[src/hw/rtl/mma_pkg.sv]
// Shared types, codes and the operation schedule of the matrix accumulator.
`timescale 1ns / 1ps
package mma_pkg;

  localparam int unsigned REQ_BITS = 2;
  localparam int unsigned IDX_BITS = 4;
  localparam int unsigned STEP_BITS = 6;
  localparam int unsigned CNT_BITS = 7;

  typedef enum logic [REQ_BITS-1:0] {
    REQ_TRANSLATE = 2'd0,
    REQ_ROTATE    = 2'd1,
    REQ_SCALE     = 2'd2,
    REQ_TRANSFORM = 2'd3
  } req_t;

  // Multiplier operand sources and result destinations.
  typedef enum logic [1:0] {
    SRC_OPND = 2'd0,  // latched item operand
    SRC_MAT  = 2'd1,  // stored matrix entry
    SRC_ROT  = 2'd2   // rotation matrix entry built from quaternion products
  } src_t;

  typedef enum logic [1:0] {
    DST_QP  = 2'd0,  // quaternion product register
    DST_NEW = 2'd1,  // new matrix buffer
    DST_MAT = 2'd2,  // stored matrix entry
    DST_OUT = 2'd3   // result vector element
  } dst_t;

  typedef struct packed {
    src_t                a_src;
    logic [IDX_BITS-1:0] a_idx;
    src_t                b_src;
    logic [IDX_BITS-1:0] b_idx;
    dst_t                dst;
    logic [IDX_BITS-1:0] d_idx;
    logic                first;
    logic                last;
  } op_t;

  typedef struct packed {
    logic load;       // latch operands, clear results and flag
    logic issue;      // op is valid this cycle
    op_t  op;
    logic translate;  // add operands into column 3
    logic commit;     // copy new matrix buffer into the stored matrix
  } cmd_t;

  typedef struct packed {
    logic busy;       // multiply pipeline holds work
  } stat_t;

  typedef enum logic [4:0] {
    S_IDLE   = 5'b00001,
    S_ISSUE  = 5'b00010,
    S_DRAIN  = 5'b00100,
    S_FINISH = 5'b01000,
    S_OUT    = 5'b10000
  } state_t;

  localparam int unsigned QP_COUNT = 9;

  // Quaternion products: ii jj kk ij ik jk wi wj wk (i=0 j=1 k=2 w=3).
  localparam logic [1:0] QP_A [QP_COUNT] = '{2'd0, 2'd1, 2'd2, 2'd0, 2'd0, 2'd1, 2'd3, 2'd3, 2'd3};
  localparam logic [1:0] QP_B [QP_COUNT] = '{2'd0, 2'd1, 2'd2, 2'd1, 2'd2, 2'd2, 2'd0, 2'd1, 2'd2};

  function automatic logic [CNT_BITS-1:0] op_count(input req_t req, input logic rot_phase);
    logic [CNT_BITS-1:0] n;
    unique case (req)
      REQ_TRANSLATE: n = CNT_BITS'(0);
      REQ_ROTATE:    n = rot_phase ? CNT_BITS'(64) : CNT_BITS'(QP_COUNT);
      REQ_SCALE:     n = CNT_BITS'(3);
      REQ_TRANSFORM: n = CNT_BITS'(16);
      default:       n = CNT_BITS'(0);
    endcase
    return n;
  endfunction

  function automatic op_t op_decode(input req_t req, input logic rot_phase,
                                    input logic [STEP_BITS-1:0] step);
    op_t o;
    logic [3:0] qs;
    o = '0;
    qs = step[3:0];
    unique case (req)
      REQ_ROTATE: begin
        if (!rot_phase) begin
          o.a_src = SRC_OPND;
          o.a_idx = {2'b00, QP_A[qs]};
          o.b_src = SRC_OPND;
          o.b_idx = {2'b00, QP_B[qs]};
          o.dst   = DST_QP;
          o.d_idx = qs;
          o.first = 1'b1;
          o.last  = 1'b1;
        end else begin
          // step = {m, n, k}: new[m][n] += rot[m][k] * mat[k][n]
          o.a_src = SRC_ROT;
          o.a_idx = {step[5:4], step[1:0]};
          o.b_src = SRC_MAT;
          o.b_idx = {step[1:0], step[3:2]};
          o.dst   = DST_NEW;
          o.d_idx = step[5:2];
          o.first = (step[1:0] == 2'd0);
          o.last  = (step[1:0] == 2'd3);
        end
      end
      REQ_SCALE: begin
        o.a_src = SRC_MAT;
        o.a_idx = {step[1:0], step[1:0]};
        o.b_src = SRC_OPND;
        o.b_idx = {2'b00, step[1:0]};
        o.dst   = DST_MAT;
        o.d_idx = {step[1:0], step[1:0]};
        o.first = 1'b1;
        o.last  = 1'b1;
      end
      REQ_TRANSFORM: begin
        o.a_src = SRC_MAT;
        o.a_idx = step[3:0];
        o.b_src = SRC_OPND;
        o.b_idx = {2'b00, step[1:0]};
        o.dst   = DST_OUT;
        o.d_idx = {2'b00, step[3:2]};
        o.first = (step[1:0] == 2'd0);
        o.last  = (step[1:0] == 2'd3);
      end
      default: o = '0;
    endcase
    return o;
  endfunction

endpackage

[src/hw/rtl/mma_ctrl.sv]
// Controller: sequences the multiply operations of each request.
`timescale 1ns / 1ps
module mma_ctrl (
  input  logic           clk,
  input  logic           rst,
  input  logic           in_valid,
  output logic           in_ready,
  input  logic [1:0]     in_req,
  output logic           out_valid,
  input  logic           out_ready,
  output mma_pkg::cmd_t  cmd,
  input  mma_pkg::stat_t stat
);
  import mma_pkg::*;

  state_t               state, state_next;
  req_t                 req;
  logic                 rot_phase;
  logic [STEP_BITS-1:0] step;
  logic [CNT_BITS-1:0]  count;

  assign count     = op_count(req, rot_phase);
  assign in_ready  = (state == S_IDLE);
  assign out_valid = (state == S_OUT);

  always_comb begin
    cmd           = '0;
    cmd.load      = in_valid && (state == S_IDLE);
    cmd.op        = op_decode(req, rot_phase, step);
    cmd.issue     = (state == S_ISSUE) && (count != '0);
    cmd.translate = (state == S_ISSUE) && (count == '0);
    cmd.commit    = (state == S_FINISH) && (req == REQ_ROTATE);
    state_next    = state;
    unique case (state)
      S_IDLE:   if (in_valid) state_next = S_ISSUE;
      S_ISSUE:  if (count == '0 || CNT_BITS'(step) == count - 1'b1) state_next = S_DRAIN;
      S_DRAIN: begin
        if (!stat.busy) begin
          state_next = (req == REQ_ROTATE && !rot_phase) ? S_ISSUE : S_FINISH;
        end
      end
      S_FINISH: state_next = S_OUT;
      S_OUT:    if (out_ready) state_next = S_IDLE;
      default:  state_next = S_IDLE;
    endcase
  end

  always_ff @(posedge clk) begin
    if (rst) begin
      state     <= S_IDLE;
      step      <= '0;
      rot_phase <= 1'b0;
      req       <= REQ_TRANSLATE;
    end else begin
      state <= state_next;
      if (state == S_IDLE && in_valid) begin
        req       <= req_t'(in_req);
        rot_phase <= 1'b0;
        step      <= '0;
      end else if (state == S_ISSUE) begin
        step <= step + 1'b1;
      end else if (state == S_DRAIN && !stat.busy) begin
        rot_phase <= 1'b1;
        step      <= '0;
      end
    end
  end

endmodule

[config.mk]
export PLATFORM = sky130hd
export DESIGN_NAME = mma_ctrl
export DESIGN_NICKNAME = d
export VERILOG_FILES = /design/src/hw/rtl/mma_pkg.sv /design/src/hw/rtl/mma_ctrl.sv
export SDC_FILE = /design/constraint.sdc
export NUM_CORES = 1
export LEC_CHECK = 0
export BUFFER_PORTS_ARGS = -buffer_cell sky130_fd_sc_hd__buf_2
export CORE_MARGIN = 2
export CORE_UTILIZATION = 56
export CTS_CLUSTER_DIAMETER = 100
export DETAILED_ROUTE_END_ITERATION = 10
export GPL_TIMING_DRIVEN = 0
export PLACE_DENSITY = 0.82
export SETUP_SLACK_MARGIN = 0.5
export SYNTH_ARGS = -nofsm -noshare
export SYNTH_HDL_FRONTEND = slang
export SYNTH_SLANG_ARGS = --single-unit
[constraint.sdc]
create_clock -name clk -period 3.8 [get_ports clk]
set_input_delay 0.19 -clock clk [delete_from_list [all_inputs] [get_ports clk]]
set_output_delay 0.19 -clock clk [all_outputs]
set_load 0.01 [all_outputs]
* Yosys cells after proc, flatten, opt, wreduce, memory -nomap -nowiden
Memories as Yosys holds them, arrays and structs flattened.
Cells that the tools add are included.
** Storage, ports and cells
- Flip-flop bits (word level) :: 14
- Memory bits (read-only) :: 64
- Input port bits :: 7
- Output and inout bits :: 26
- Logic and storage cells :: 58
- Memories kept :: 2
** Memory list
- (name not given) :: depth 16, width 2, rd ports 1, clocked after memory_dff 0, write ports 0, RTL line mma_pkg.sv:92 : o.b_idx = {2'b00, QP_B[qs]};
- (name not given) :: depth 16, width 2, rd ports 1, clocked after memory_dff 0, write ports 0, RTL line mma_pkg.sv:90 : o.a_idx = {2'b00, QP_A[qs]};
** Operators by class
- Add/sub/neg operators :: 2
- Magnitude comparators :: 1
- Equality and inequality tests :: 14
- Muxes and demuxes :: 16
- Bitwise gates (word level) :: 2
- Reduce and logical (&&, ||, !) cells :: 17
** Operator list (count)
- one-hot mux 20 bit (3 select lines) :: 1
- one-hot mux 7 bit (4 select lines) :: 1
- one-hot mux 5 bit (5 select lines) :: 1
- two-way mux 20 bit :: 1
- two-way mux 5 bit :: 4
- two-way mux 6 bit :: 2
- two-way mux 2 bit :: 4
- == test 6 x 7 -> 1 bit :: 1
- zero test 7 bit :: 1
- two-way mux 7 bit :: 1
- nonzero test 7 bit :: 1
- subtractor 7 x 1 -> 7 bit (second input constant) :: 1
- adder 6 x 1 -> 6 bit (second input constant) :: 1
- == test 2 bit (second input constant) :: 3
- logical AND 1 bit :: 6
- == test 5 x 1 -> 1 bit (second input constant) :: 1
- == test 5 x 2 -> 1 bit (second input constant) :: 1
- == test 5 x 3 -> 1 bit (second input constant) :: 1
- == test 5 x 4 -> 1 bit (second input constant) :: 1
- == test 5 bit (second input constant) :: 1
- greater-or-equal comparator 5 bit (second input constant) :: 1
- inverter 4 -> 5 bit :: 1
- zero test 2 bit :: 2
- two-way mux 4 bit :: 1
- other kinds (10) :: 13

* Longest topological paths before layout
- Depth in word-level cells :: 7
- Gate-level depth with buffers :: 7

* Worst setup path before layout
OpenSTA, ideal clock, no wires.
- Path kind :: reg2reg
- Start point :: reg state[3]
- End point :: reg step[4]
- Library setup time :: 0.066 ns
- Arrival time :: 1.719 ns
- Slack :: 2.015 ns
- Cell stages (with the launch flop) :: 7
- Path buffers :: 2
- Cells stage by stage :: dfxtp_1 buf_6 or4_4 or2_1 buf_6 or3_4 a21oi_2
** On the way
- Longest elaborated chain between the ends :: 3
- Elaborated cells between the ends (all ways) :: 8
** Ends and longest elaborated chain
- start, declared :: RTL line mma_ctrl.sv:16 : state_t state, state_next;
- start signal, assigned :: RTL line mma_ctrl.sv:55 : state <= state_next;
- == test 5 x 3 -> 1 bit / == test 5 x 1 -> 1 bit (equally long branches) :: RTL line mma_ctrl.sv:62, mma_ctrl.sv:56
- logical AND 1 bit (on tied branches) :: RTL line mma_ctrl.sv:62, mma_ctrl.sv:56
- nonzero test 2 bit (no source line) / OR reduction 2 bit (equally long branches)
- end signal, assigned :: RTL line mma_ctrl.sv:61 : step <= step + 1'b1;
- end, declared :: RTL line mma_ctrl.sv:19 : logic [STEP_BITS-1:0] step;
Several ways; a longest one is shown, not always the timed one.
A chain may end at the register's enable or synchronous reset.

==> flow_summary.json <==
{
  "root_buffer": "clkbuf_4",
  "critPathMaxFanout": 10,
  "route.final.wire_length_mm": 3.42,
  "fmax_ghz": 0.457,
  "p_leak_uw": 0.000597,
  "maxSlewViolCount": 0,
  "wl_per_cell_um": 14.5,
  "start_kind": "flip-flop",
  "worst_pin_slew_ns": 0.544,
  "place_congestion": 0.899,
  "cts.sinks": 14,
  "total_power_uw": 545,
  "grt_setup_unrepaired": "false",
  "hold_viol": 0,
  "required_ns": 3.61,
  "start_util": 0.609,
  "grt_max_degree": 11,
  "pin_count": 33,
  "drcViolationCount": 0,
  "yosys_most_used_dff": "dfxtp_1",
  "synth_nets": 186,
  "hold_path_depth": 3,
  "crit_arrival_ns": 2.00,
  "synth_edf_count": 0,
  "p_per_area_nw_per_um2": 379,
  "insertion_delay_ns": 0.28,
  "synth_top_cell_by_area": "dfxtp_1",
  "fillCellCount": 179,
  "synthesis.area_um2": 1230,
  "drtIter0Drc": 75,
  "antenna_found_initial": 0,
  "period_minus_slack_ns": 2.19,
  "maxSlewHeadroom": 0.634,
  "fin_area_um2": 1440,
  "die_area_um2": 2590,
  "yosysUniqueCellTypes": 45,
  "core_region_area_um2": 2020,
  "avgViaCountPerCell": 6.17,
  "cp-end-kind": "output pin",
  "die_w_um": 50.9,
  "reg2reg_depth": 5,
  "setup_viol": 0,
  "ys_warn_count": 0,
  "ir_drop_mv": 0.355,
  "synthesis.instances": 176,
  "drt_pass1_iterations": 4,
  "cts_made_buffers": 3,
  "min_path_type": "input pin to flip-flop",
  "finalSetupTns_ns": 0,
  "htree_levels": 1,
  "synth.top_cell.area_share": 0.228,
  "hpwlAfterDp_mm": 2.53,
  "ys_seq_elements": 14,
  "placed_area_um2": 1420,
  "cts_tree": "yes",
  "synthArstFlopShare": 0,
  "vias": 1455,
  "gr-total-overflow": 0,
  "clk_pin_slew_ns": 0.08,
  "cts_hold_buf": 0,
  "die_h_um": 50.9,
  "min_period_over_period": 0.576,
  "status": "finished, final reports clean",
  "grt_usage": 0.290,
  "final_layout_size_suffix_gt1_frac": 0.201,
  "rows": 16,
  "grt_pass1_wl_mm": 5.87,
  "finClkSkew_ns": 0.00182,
  "io_buffers": 30,
  "ys_seq_area_frac": 0.228,
  "nets": 221,
  "criticalPathCategory": "flip-flop to output pin",
  "antenna_cells": 0,
  "post_cts_buffers": 0,
  "synthTopCellsByCount": "nand2_1 (19), clkbuf_1 (14), dfxtp_1 (14)",
  "fin_hold_ws_ns": 0.155,
  "synthToLayoutAreaGrowth_pct": 16.8,
  "post_cts_resized": 0,
  "synth.area.top_cells": "dfxtp_1 (23%), nand2_1 (5.8%), o21ai_0 (5.3%), a21oi_1 (4.5%), clkbuf_1 (4.3%)",
  "synth_most_common_cell": "nand2_1",
  "grt_pass1_vias": 1305,
  "maxCapViolCount": 0,
  "clockBufferDepth": 2,
  "avgSynthCellArea_um2": 7.00,
  "ant_nets": 0
}
report_power, final:
part           total (uW)  internal [uW]  switching [uW]  leakage (uW)
registers             177            163            14.2      0.000114
logic                 281            104             177      0.000470
clock network        87.3           36.8            50.5     0.0000138
total                 545            304             241      0.000597
metal layers:
layer  global-route usage  vias to the layer above  wire length (um)
met2                0.469                       76              1580
met1                0.405                      677              1500
met4               0.0766                        0                23
met5                    0                        -                 0
met3               0.0439                        5               311
li1                     -                      697                 -
cells by family after synthesis:
| kind of cell | count (synthesis) | synth area share |
|---|---|---|
| simple gates | 71 | 0.310 |
| fa+ha+maj | 3 | 0.0305 |
| xor+xnor | 4 | 0.0285 |
| compound gates | 49 | 0.255 |
| other cells | 1 | 0.00305 |
| mux | 4 | 0.0325 |
| buf+inv | 30 | 0.113 |
| flops | 14 | 0.228 |
cells in the final DEF, fill, tap and decap left out, drive strengths merged:
cell     instances
nand3b           1
a21boi           1
mux2i            4
nor2             9
and3b            1
nor4             4
xnor2            3
a211oi           5
a2111oi          1
or3              4
nor3b            3
and2             2
a31oi            3
inv             11
a211o            1
buf             35
a21oi           12
a221o            1
nand2           19
nor3             7
a311oi           1
or4              1
o21ai           13
ha               3
xor2             1
conb             1
a221oi           1
o211ai           2
a22o             3
clkbuf          17
nand4            2
nand3            8
o311ai           1
nand2b           5
or4b             1
nor4b            2
o21a             1
or2              2
o22ai            3
dfxtp           14
stage by stage:
stage,setup slack [ns],std cells,utilization
finish,1.61,236,0.711
global route,1.46,236,0.711
CTS,1.68,236,0.711
detailed placement,1.92,233,0.700
global placement,1.94,233,0.700
floorplan,2.01,176,-
state kept, by name, indices dropped and copies added (netlist names):
| name | count |
|---|---|
| req | 2 |
| rot_phase | 1 |
| state | 5 |
| step | 6 |
path summary, 6_finish.rpt:
check	from	endpoint	slack, ns
hold reg to reg	step[5]$_SDFFE_PP0P_	step[5]$_SDFFE_PP0P_	0.63
setup reg to reg	state[0]$_SDFFE_PP1P_	step[4]$_SDFFE_PP0P_	1.88
setup / recovery	req[1]$_SDFFE_PP0P_	cmd[5]	1.61
hold / removal	in_req[1]	req[1]$_SDFFE_PP0P_	0.15
final cells by class:
cell class | count | area, um2 | share of cell area
repair buffers | 30 | 150 | 0.104
multi-input cells | 132 | 812 | 0.565
inverters | 11 | 41.3 | 0.0287
flip-flops and latches | 14 | 280 | 0.195
plain buffers | 19 | 97.6 | 0.0679
well taps | 27 | 33.8 | 0.0235
clock buffers | 3 | 22.5 | 0.0157
worst max-delay path, cell delays in order, from the launching register on:
cell and delay (ns):
dfxtp_1 0.32, clkbuf_1 0.34, clkbuf_1 0.46, nand2_1 0.20
o22ai_1 0.23, buf_2 0.17
(Power assumes the default switching activity.)
